File: config.mk
export PLATFORM = sky130hd
export DESIGN_NAME = service_slot_admission_queue_core
export DESIGN_NICKNAME = d
export VERILOG_FILES = /design/src/design/ssaq_pkg.sv /design/src/design/ssaq_ram.sv /design/src/design/ssaq_ctrl.sv /design/src/design/ssaq_dp.sv /design/src/design/service_slot_admission_queue_core.sv
export SDC_FILE = /design/constraint.sdc
export NUM_CORES = 1
export LEC_CHECK = 0
export ABC_AREA = 0
export BUFFER_PORTS_ARGS = -buffer_cell sky130_fd_sc_hd__buf_2
export CAP_MARGIN = 10
export CELL_PAD_IN_SITES_DETAIL_PLACEMENT = 1
export CELL_PAD_IN_SITES_GLOBAL_PLACEMENT = 2
export CORE_MARGIN = 8
export CORE_UTILIZATION = 45
export DETAILED_ROUTE_END_ITERATION = 8
export PLACE_DENSITY_LB_ADDON = 0.1
export SYNTH_ARGS = -nofsm -noshare
export SYNTH_HDL_FRONTEND = slang
export SYNTH_SLANG_ARGS = --single-unit
File: constraint.sdc
create_clock -name clk -period 5.85 [get_ports clk]
set_input_delay 0.2925 -clock clk [delete_from_list [all_inputs] [get_ports clk]]
set_output_delay 0.2925 -clock clk [all_outputs]
set_load 0.01 [all_outputs]
File: src/design/ssaq_pkg.sv
// Shared types, constants and codes of the service slot admission queue.
package ssaq_pkg;

    localparam int QUEUE_DEPTH = 16;
    localparam int IDX_W       = (QUEUE_DEPTH > 1) ? $clog2(QUEUE_DEPTH) : 1;
    localparam int LEN_W       = $clog2(QUEUE_DEPTH + 1);
    localparam int ID_W        = 8;
    localparam int SLOTS_W     = 5;
    localparam int POS_W       = 5;
    localparam int CMP_W       = (LEN_W > SLOTS_W) ? LEN_W : SLOTS_W;

    localparam logic [SLOTS_W-1:0] SLOTS_RESET = 5'd3;

    localparam int APB_ADDR_W = 3;
    localparam int APB_DATA_W = 32;

    localparam logic REG_IDX_SLOTS = 1'b0;

    localparam logic KIND_SERVE = 1'b0;
    localparam logic KIND_STOP  = 1'b1;

    typedef struct packed {
        logic            kind;
        logic [ID_W-1:0] client_id;
    } in_item_t;

    typedef struct packed {
        logic             granted;
        logic [POS_W-1:0] position;
        logic             was_present;
        logic             overflow;
    } out_item_t;

    typedef enum logic [1:0] {
        ST_IDLE,
        ST_SCAN,
        ST_FINISH
    } ctrl_state_t;

    typedef struct packed {
        logic start;
        logic scan;
        logic finish;
    } dp_cmd_t;

    typedef struct packed {
        logic             scan_done;
        logic             out_free;
        logic [LEN_W-1:0] queue_len;
    } dp_status_t;

endpackage

File: src/design/ssaq_ram.sv
// Generic single-write, single-read RAM with registered read data.
module ssaq_ram #(
    parameter int WIDTH = 8,
    parameter int DEPTH = 16
) (
    input  logic                                   clk,
    input  logic                                   we,
    input  logic [((DEPTH > 1) ? $clog2(DEPTH) : 1)-1:0] waddr,
    input  logic [WIDTH-1:0]                       wdata,
    input  logic [((DEPTH > 1) ? $clog2(DEPTH) : 1)-1:0] raddr,
    output logic [WIDTH-1:0]                       rdata
);

    logic [WIDTH-1:0] mem [DEPTH];

    always_ff @(posedge clk)
    begin
        if (we)
        begin
            mem[waddr] <= wdata;
        end
        rdata <= mem[raddr];
    end

endmodule

File: src/design/ssaq_ctrl.sv
// Controller state machine: sequences accept, list scan and result commit.
module ssaq_ctrl
    import ssaq_pkg::*;
(
    input  logic        clk,
    input  logic        rst_n,
    input  logic        in_valid,
    output logic        in_stall,
    input  dp_status_t  status,
    output dp_cmd_t     cmd,
    output ctrl_state_t state
);

    ctrl_state_t state_reg;
    ctrl_state_t state_next;

    always_ff @(posedge clk or negedge rst_n)
    begin
        if (!rst_n)
        begin
            state_reg <= ST_IDLE;
        end
        else
        begin
            state_reg <= state_next;
        end
    end

    always_comb
    begin
        state_next = state_reg;
        cmd        = '0;
        in_stall   = 1'b1;
        case (state_reg)
            ST_IDLE:
            begin
                in_stall = 1'b0;
                if (in_valid)
                begin
                    cmd.start  = 1'b1;
                    state_next = ST_SCAN;
                end
            end
            ST_SCAN:
            begin
                cmd.scan = 1'b1;
                if (status.scan_done)
                begin
                    state_next = ST_FINISH;
                end
            end
            ST_FINISH:
            begin
                if (status.out_free)
                begin
                    cmd.finish = 1'b1;
                    state_next = ST_IDLE;
                end
            end
            default:
            begin
                state_next = ST_IDLE;
            end
        endcase
    end

    assign state = state_reg;

endmodule

File: src/design/ssaq_dp.sv
// Datapath: id store, scan counters, compaction, append and result register.
module ssaq_dp
    import ssaq_pkg::*;
(
    input  logic               clk,
    input  logic               rst_n,
    input  dp_cmd_t            cmd,
    output dp_status_t         status,
    input  in_item_t           in_data,
    input  logic [SLOTS_W-1:0] service_slots,
    output out_item_t          out_data,
    output logic               out_valid,
    input  logic               out_stall
);

    logic             kind_reg;
    logic [ID_W-1:0]  id_reg;
    logic [LEN_W-1:0] len_reg, len_next;
    logic [LEN_W-1:0] scan_idx_reg, scan_idx_next;
    logic [LEN_W-1:0] kept_reg, kept_next;
    logic [IDX_W-1:0] rd_idx_reg;
    logic             rd_vld_reg, rd_vld_next;
    logic             hit_reg, hit_next;
    logic [LEN_W-1:0] pos_reg, pos_next;
    out_item_t        out_reg, out_next;
    logic             out_valid_reg, out_valid_next;

    logic             serve_hit;
    logic             issue;
    logic             cmp_en;
    logic             match;
    logic             ram_we;
    logic [IDX_W-1:0] ram_waddr;
    logic [ID_W-1:0]  ram_wdata;
    logic [ID_W-1:0]  rd_data;
    logic             has_room;
    logic [LEN_W-1:0] fin_pos;
    logic [CMP_W-1:0] fin_pos_wide;
    logic             out_free;

    ssaq_ram #(
        .WIDTH (ID_W),
        .DEPTH (QUEUE_DEPTH)
    ) u_ids (
        .clk   (clk),
        .we    (ram_we),
        .waddr (ram_waddr),
        .wdata (ram_wdata),
        .raddr (scan_idx_reg[IDX_W-1:0]),
        .rdata (rd_data)
    );

    always_comb
    begin
        serve_hit = hit_reg && (kind_reg == KIND_SERVE);
        issue     = cmd.scan && !serve_hit && (scan_idx_reg < len_reg);
        cmp_en    = cmd.scan && rd_vld_reg && !serve_hit;
        match     = (rd_data == id_reg);
        has_room  = (len_reg < LEN_W'(QUEUE_DEPTH));
        out_free  = !out_valid_reg || !out_stall;

        status.scan_done = serve_hit || ((scan_idx_reg == len_reg) && !rd_vld_reg);
        status.out_free  = out_free;
        status.queue_len = len_reg;

        len_next       = len_reg;
        scan_idx_next  = scan_idx_reg;
        kept_next      = kept_reg;
        rd_vld_next    = issue;
        hit_next       = hit_reg;
        pos_next       = pos_reg;
        out_next       = out_reg;
        out_valid_next = out_valid_reg && out_stall;

        ram_we    = 1'b0;
        ram_waddr = kept_reg[IDX_W-1:0];
        ram_wdata = rd_data;

        if (issue)
        begin
            scan_idx_next = scan_idx_reg + LEN_W'(1);
        end

        if (cmp_en)
        begin
            if (match)
            begin
                hit_next = 1'b1;
                pos_next = LEN_W'(rd_idx_reg) + LEN_W'(1);
            end
            else if (kind_reg == KIND_STOP)
            begin
                // Entries after the removed id move up by one place.
                ram_we    = 1'b1;
                kept_next = kept_reg + LEN_W'(1);
            end
        end

        fin_pos = '0;
        if (kind_reg == KIND_SERVE)
        begin
            if (hit_reg)
            begin
                fin_pos = pos_reg;
            end
            else if (has_room)
            begin
                fin_pos = len_reg + LEN_W'(1);
            end
        end
        fin_pos_wide = CMP_W'(fin_pos);

        if (cmd.finish)
        begin
            out_valid_next       = 1'b1;
            out_next.position    = fin_pos_wide[POS_W-1:0];
            out_next.was_present = hit_reg;
            out_next.granted     = (fin_pos != '0) &&
                                   (fin_pos_wide <= CMP_W'(service_slots));
            out_next.overflow    = (kind_reg == KIND_SERVE) && !hit_reg && !has_room;
            if (kind_reg == KIND_STOP)
            begin
                len_next = kept_reg;
            end
            else if (!hit_reg && has_room)
            begin
                ram_we    = 1'b1;
                ram_waddr = len_reg[IDX_W-1:0];
                ram_wdata = id_reg;
                len_next  = len_reg + LEN_W'(1);
            end
        end

        if (cmd.start)
        begin
            scan_idx_next = '0;
            kept_next     = '0;
            hit_next      = 1'b0;
            rd_vld_next   = 1'b0;
        end
    end

    always_ff @(posedge clk or negedge rst_n)
    begin
        if (!rst_n)
        begin
            len_reg       <= '0;
            scan_idx_reg  <= '0;
            kept_reg      <= '0;
            rd_vld_reg    <= 1'b0;
            hit_reg       <= 1'b0;
            out_valid_reg <= 1'b0;
        end
        else
        begin
            len_reg       <= len_next;
            scan_idx_reg  <= scan_idx_next;
            kept_reg      <= kept_next;
            rd_vld_reg    <= rd_vld_next;
            hit_reg       <= hit_next;
            out_valid_reg <= out_valid_next;
        end
    end

    always_ff @(posedge clk)
    begin
        if (cmd.start)
        begin
            kind_reg <= in_data.kind;
            id_reg   <= in_data.client_id;
        end
        rd_idx_reg <= scan_idx_reg[IDX_W-1:0];
        pos_reg    <= pos_next;
        out_reg    <= out_next;
    end

    assign out_data  = out_reg;
    assign out_valid = out_valid_reg;

endmodule

File: src/design/service_slot_admission_queue_core.sv
// Top level of the service slot admission queue: APB register, controller and datapath.
//
//  Channel   Direction  Handshake                      Payload
//  in        sink       in_valid / in_stall            in_data (kind, client_id)
//  out       source     out_valid / out_stall          out_data (granted, position,
//                                                        was_present, overflow)
//  config    APB slave  psel, penable, pwrite, pready  paddr, pwdata, prdata
//
// An item holds the block through accept, one RAM read per stored id, a compare of the
// last registered read, a step that sees the scan end, and commit, which waits while the
// output register holds a stalled result. A serve that finds its id ends the scan early.
// Reset clears the queue length, the controller and the output valid; ids need no reset.
// A held result does not block the next acceptance, only its commit into the output register.
module service_slot_admission_queue_core
    import ssaq_pkg::*;
(
    input  logic                  clk,
    input  logic                  rst_n,

    input  logic                  in_valid,
    output logic                  in_stall,
    input  in_item_t              in_data,

    output logic                  out_valid,
    input  logic                  out_stall,
    output out_item_t             out_data,

    input  logic                  psel,
    input  logic                  penable,
    input  logic                  pwrite,
    input  logic [APB_ADDR_W-1:0] paddr,
    input  logic [APB_DATA_W-1:0] pwdata,
    output logic [APB_DATA_W-1:0] prdata,
    output logic                  pready
);

    logic [SLOTS_W-1:0] slots_reg, slots_next;
    logic               reg_idx;
    dp_cmd_t            cmd;
    dp_status_t         status;
    ctrl_state_t        state;

    // Registers sit on 4-byte boundaries; bit 2 selects the register index.
    assign reg_idx = paddr[2];
    assign pready  = 1'b1;

    always_comb
    begin
        slots_next = slots_reg;
        if (psel && penable && pwrite && (reg_idx == REG_IDX_SLOTS))
        begin
            slots_next = pwdata[SLOTS_W-1:0];
        end
        prdata = '0;
        if (reg_idx == REG_IDX_SLOTS)
        begin
            prdata = APB_DATA_W'(slots_reg);
        end
    end

    always_ff @(posedge clk or negedge rst_n)
    begin
        if (!rst_n)
        begin
            slots_reg <= SLOTS_RESET;
        end
        else
        begin
            slots_reg <= slots_next;
        end
    end

    // The controller decides when to accept, scan and commit.
    ssaq_ctrl u_ctrl (
        .clk      (clk),
        .rst_n    (rst_n),
        .in_valid (in_valid),
        .in_stall (in_stall),
        .status   (status),
        .cmd      (cmd),
        .state    (state)
    );

    // The datapath holds the id list, walks it and builds the result item.
    ssaq_dp u_dp (
        .clk           (clk),
        .rst_n         (rst_n),
        .cmd           (cmd),
        .status        (status),
        .in_data       (in_data),
        .service_slots (slots_reg),
        .out_data      (out_data),
        .out_valid     (out_valid),
        .out_stall     (out_stall)
    );

`ifndef SYNTHESIS
    a_len_bound: assert property (@(posedge clk) disable iff (!rst_n)
        status.queue_len <= LEN_W'(QUEUE_DEPTH))
        else $error("queue length exceeds the queue depth");

    a_overflow_fields: assert property (@(posedge clk) disable iff (!rst_n)
        out_valid && out_data.overflow |->
            !out_data.granted && (out_data.position == '0) && !out_data.was_present)
        else $error("overflow item carries a grant, position or presence");

    a_grant_needs_pos: assert property (@(posedge clk) disable iff (!rst_n)
        out_valid && out_data.granted |-> (out_data.position != '0))
        else $error("granted item without a queue position");

    a_commit_from_finish: assert property (@(posedge clk) disable iff (!rst_n)
        cmd.finish |-> (state == ST_FINISH) && status.out_free)
        else $error("result committed outside the finish state or into a full register");

    a_len_change: assert property (@(posedge clk) disable iff (!rst_n)
        (status.queue_len != $past(status.queue_len)) |-> $past(cmd.finish))
        else $error("queue length changed without a commit");
`endif

endmodule
Word level (Yosys, flattened, before mapping). Memories as Yosys holds them, arrays and structs flattened. A register that Yosys moved wholly into a read port is not among the register bits. Index checks and enable logic that the tools add are counted.

$add $sub $neg: 4. Muxes and demuxes: 41. $mul: 0. Shift-type cells: 0. Div/mod/pow operators: 0. Bitwise operators: 2. Reductions and logical operators: 34. Magnitude comparators: 3. Equality and inequality tests: 8.

Operators with widths (number): 5-bit 2-to-1 mux (12); 8-bit 2-to-1 mux (3); 1-bit 2-to-1 mux (19); 5-bit by 1-bit adder with 5-bit output, second input constant (3); 1-bit logical AND (14); 4-bit 2-to-1 mux (3); 2-bit nonzero test (5); 8-bit == test (1); 1-bit logical NOT (6); 2-bit 2-to-1 mux (3); 2-bit inequality test, second input constant (3); 2-bit case mux with 3 select lines (1); 2-bit AND reduction (3); 3-bit AND reduction (2); 4-bit by 1-bit adder with 5-bit output, second input constant (1); 5-bit == test (1); 5-bit <= comparator (1); 5-bit < comparator (1); 5-bit < comparator, second input constant (1); 5-bit nonzero test (1); 2-bit by 1-bit == test with 1-bit output, second input constant (1); 2-bit == test, second input constant (1); 2-bit logical NOT (1); 1-bit logical OR (2); 2 further kinds (3).

Bits in writable memories: 128. Logic and storage cells: 109. Memories kept: 1. Latch bits: 0. Output and inout bits: 43. Register bits after elaboration: 51. Bits in read-only memories: 0.

Memories: u_dp.u_ids.mem (words 16, bits a word 8, rd ports 1, clocked after Yosys merged registers in 1, write ports 1, line ssaq_ram.sv:14) `logic [WIDTH-1:0] mem [DEPTH];`.

Longest topological paths before layout.
Depth in word-level cells: 10. Depth in mapped cells: 11. Mapped depth without buffers: 10.

Modules after synthesis. From an unflattened synthesis, not the netlist that was laid out.

Cells, all modules: 495. Area total of the unflattened synthesis: 8105.3 sq um.

Modules (own cells, without submodules): ssaq_ram (area each 5147.4 sq um, cells each 229, seq. area each 4003.8 sq um, instances 1); ssaq_dp (area each 2364.8 sq um, cells each 207, seq. area each 1191.1 sq um, instances 1); service_slot_admission_queue_core (area each 469.2 sq um, cells each 46, seq. area each 127.6 sq um, instances 1); ssaq_ctrl (area each 123.9 sq um, cells each 13, seq. area each 50.0 sq um, instances 1).

Worst setup path before layout. OpenSTA, ideal clock, no wires.

Kind: register to register. Start: register u_dp.kind_reg. End: memory u_dp.u_ids.mem[13][0], enable pin. Stages on the path, launching flop included: 7. Arrival time: 1.655 ns. Setup slack: 3.824 ns. Period minus slack after synthesis: 2.026 ns. Data required time: 5.480 ns. Buffers on the path: 2. Cell sequence: edfxtp_1 -> buf_4 -> nor3_1 -> nand3_1 -> buf_2 -> o31a_1 -> nor2_1.

Word-level cells in the longest chain between the ends: 10. Elaborated cells on any way between the ends: 14. Classes of those cells: mux: 10; bitwise: 1; reduce/logical: 3.

Ends and longest elaborated chain: start: declaration (line ssaq_dp.sv:16) `logic kind_reg;`; start signal: assignment (line ssaq_dp.sv:169) `kind_reg <= in_data.kind;`; 1-bit inverter (line ssaq_dp.sv:55) `serve_hit = hit_reg && (kind_reg == KIND_SERVE);`; 1-bit logical AND (line ssaq_dp.sv:55); 1-bit logical NOT (line ssaq_dp.sv:57) `cmp_en = cmd.scan && rd_vld_reg && !serve_hit;`; 1-bit logical AND (line ssaq_dp.sv:57); 1-bit 2-to-1 mux (line ssaq_dp.sv:84) `if (cmp_en)`; 1-bit 2-to-1 mux (line ssaq_dp.sv:125) `else if (!hit_reg && has_room)`; 1-bit 2-to-1 mux (line ssaq_dp.sv:121) `if (kind_reg == KIND_STOP)`; 1-bit 2-to-1 mux (line ssaq_dp.sv:113) `if (cmd.finish)`; 1-bit 2-to-1 mux (line ssaq_ram.sv:18) `if (we)`; 1-bit 2-to-1 mux (not written as such) (line ssaq_ram.sv:20) `mem[waddr] <= wdata;`; end: declaration (line ssaq_ram.sv:14).

Several ways; a longest one is shown, not always the timed one.

Final worst setup path.
Start: register u_dp.kind_reg. End: memory u_dp.u_ids.mem[15][3], enable pin.

Same word-level chain as after synthesis.

==> flow_summary.toml <==
[timing]
setup_viol = 0
maxSlewHeadroom_pct = 34.09
hold_viol = 0
fin_crit_ns = 3.558
rsz0062_at_grt = "false"
min_period_over_period_pct = 60.81
clock_skew_ns = 0.01043
drv_slew = 0
worst_pin_slew_ns = 0.9860
tns_ns = 0
timing.final.ws_setup_ns = 2.292
max_freq_ghz = 0.2811

[global_route]
grt_max_degree = 38
grt_pass1_wl_um = 26240
gr-total-overflow = 0
antenna_found_initial = 0
grt_pass1_vias = 4533
grt.total_usage_pct = 15.92

[worst_setup_path]
crit_arrival_ns = 3.61
cp_slowest_cell = "nand3_1"
timing.critical_path.slowest_cell_delay_ns = 0.75
critPathKind = "flip-flop to flip-flop"
endpoint_kind = "flip-flop"
worstPathBufferInverterCount = 0
crit_chain = "nor3_1 -> nand3_1 -> o31a_1 -> nor2_1"
rrSetupSlack_ns = 2.29
cp_top_family = "simple AND/OR/NAND/NOR gates"
critPathLaunchType = "flip-flop"
worstPathRequired_ns = 5.90
worstPathMaxFanout = 20

[die]
die_height_um = 149.8
core_um2 = 17780
die_w_um = 149.8
core.rowCount = 49
die-area_um2 = 22440
io_pins = 94
start_util_pct = 45.31

[placed_design]
hpwl_um = 11070
port_buffers = 36
place_congestion = 0.7587
placed_cell_area_um2 = 8294
place_ws_ns = 2.238

[route]
drt-wirelength-per-cell_um = 21.47
drt_wl_total_um = 16880
post-route-drc-count = 0
drt-met1-wl_um = 7256
drt_iter0_markers = 225
ant_nets = 0
vias_per_cell = 5.307
dr.pass1.iters = 4
wl_met2_um = 8759
vias = 4171
route.met3.wl_um = 499
top_layer_used = "met4"

[synthesis]
synthArstFlopShare_pct = 13.37
synthAdderAreaFrac_pct = 2.330
synth_top_family_by_area = "multiplexers"
synth-edff-count = 150
synth_compound_area_share_pct = 4.489
synthSimpleGateAreaFrac_pct = 6.462
synth-seq-cells = 187
ys_types = 51
synth_flop_cell = "edfxtp_1"
seq_area_frac_synth_pct = 66.70
ys.warnings.count = 0
synth_area_leaders = "edfxtp_1, dfrtp_1, mux4_1, mux4_2, dfxtp_1"
synth_xor_area_share_pct = 1.413
synth.avg_cell_area_um2 = 15.86
syn_inst = 508
synth_top_area_share_pct = 55.92
muxShareOfSynthArea_pct = 13.33
yosysTopAreaCell = "edfxtp_1"
synth_area_um2 = 8055

[min_path]
hold_class = "input port to flip-flop"

[clock_tree]
cts_root_buffer = "clkbuf_16"
cts_inserted_buffers = 17
post-cts-setup-buffers = 0
cts_sinks = 187
cts_buffer_depth = 2
htreeDepth = 4
clkSlewWorstSetupHoldPaths_ns = 0.07
ctsResizeCount = 0
clk_latency_ns = 0.43
tritoncts = "yes"

[final_layout]
fin_area_um2 = 8902
antenna_cells = 0
drive_above_1_share_pct = 18.85
synthToLayoutAreaGrowth_pct = 10.52
top_register = "u_dp.u_ids.mem"
largest_reg_flops = 128
fin_util_pct = 50.07
fin_nets = 610

[job]
drv_cap = 0

[power_and_ir_drop]
p_leak_nw = 3.190
p_per_area_nw_per_um2 = 462.3
irDropWorstVdd_mv = 0.2121

[status]
status = "finished clean"
-- power breakdown --
group | switching [mW] | internal, mW | leakage [nW]
Sequential | 0.169 | 1.76 | 1.78
Clock | 0.494 | 0.675 | 0.284
Combinational | 0.600 | 0.420 | 1.13
Total | 1.26 | 2.85 | 3.19
-- synth_stat cells (all sizes together), types with 3 or more instances --
| library cell | number |
|---|---|
| clkbuf | 7 |
| dfxtp | 12 |
| mux2 | 13 |
| ha | 15 |
| a21oi | 20 |
| a211oi | 8 |
| nor2b | 12 |
| inv | 18 |
| xor2 | 10 |
| nand2b | 3 |
| nand2 | 23 |
| o21ai | 8 |
| nand3 | 9 |
| nand4 | 3 |
| edfxtp | 150 |
| a31oi | 6 |
| mux2i | 15 |
| dfrtp | 23 |
| nor3 | 11 |
| buf | 42 |
| mux4 | 32 |
| nor2 | 37 |
| xnor2 | 3 |
-- cells in the final DEF, fill, tap and decap left out, types with 17 or more instances in the layout --
| cell type | instances |
|---|---|
| edfxtp_1 | 150 |
| nor2_1 | 37 |
| buf_2 | 36 |
| conb_1 | 28 |
| nand2_1 | 23 |
| dfrtp_1 | 21 |
| a21oi_1 | 20 |
| inv_1 | 18 |
| mux4_2 | 17 |
| clkbuf_16 | 17 |
-- logic make-up after synthesis --
| kind of cell | count (synthesis) |
|---|---|
| compound gates | 56 |
| mux | 60 |
| xor+xnor | 13 |
| flops | 187 |
| simple gates | 108 |
| buf+inv | 67 |
| fa+ha+maj | 15 |
| other cells | 2 |
-- final timing paths --
kind,from,to,depth (start not counted)
max in group asynchronous,rst_n,u_dp.scan_idx_reg[0]$_DFFE_PN0P_,2
hold / removal,in_data[5],u_dp.id_reg[5]$_DFFE_PP_,1
min in group asynchronous,rst_n,slots_reg[4]$_DFFE_PN0P_,2
setup reg to reg,u_dp.kind_reg$_DFFE_PP_,u_dp.u_ids.mem[15][3]$_DFFE_PP_,4
hold reg to reg,u_dp.rd_idx_reg[0]$_DFF_P_,u_dp.pos_reg[0]$_DFFE_PP_,1
setup / recovery,u_dp.kind_reg$_DFFE_PP_,u_dp.u_ids.mem[15][3]$_DFFE_PP_,4
-- metrics by stage --
| step | hold WS, ns | cells | total power [mW] |
|---|---|---|---|
| 6_report | 0.03188 | 786 | 4.115 |
| 2_1_floorplan | -0.003091 | 534 | 2.700 |
| 4_1_cts | 0.01699 | 786 | 4.174 |
| 3_3_place_gp | 0.3386 | 753 | 2.948 |
| 3_5_place_dp | 0.3469 | 753 | 3.000 |
| 5_1_grt | 0.01751 | 786 | 4.342 |
-- area by class of cell --
type,instances,area [µm²]
Tap cell,229,286.5
Inverter,18,67.56
Fill cell,1751,8877
Multi-Input combinational cell,280,2362
Sequential cell,187,5375
Clock buffer,19,432.9
Timing Repair Buffer,40,212.7
Clock inverter,13,165.2
-- metal layers --
layer  global-route usage, %  vias to the layer above
met2                   27.21                       65
met1                   19.32                     2130
met3                   3.387                       26
met5                       0                        -
li1                        -                     1950
met4                   6.447                        0
-- timing repair --
action	CTS	global route
endpoints found under the hold margin	23	0
hold buffers	1	0
setup endpoints to repair	0	0
Note: power is estimated with default switching activity, not from simulation.
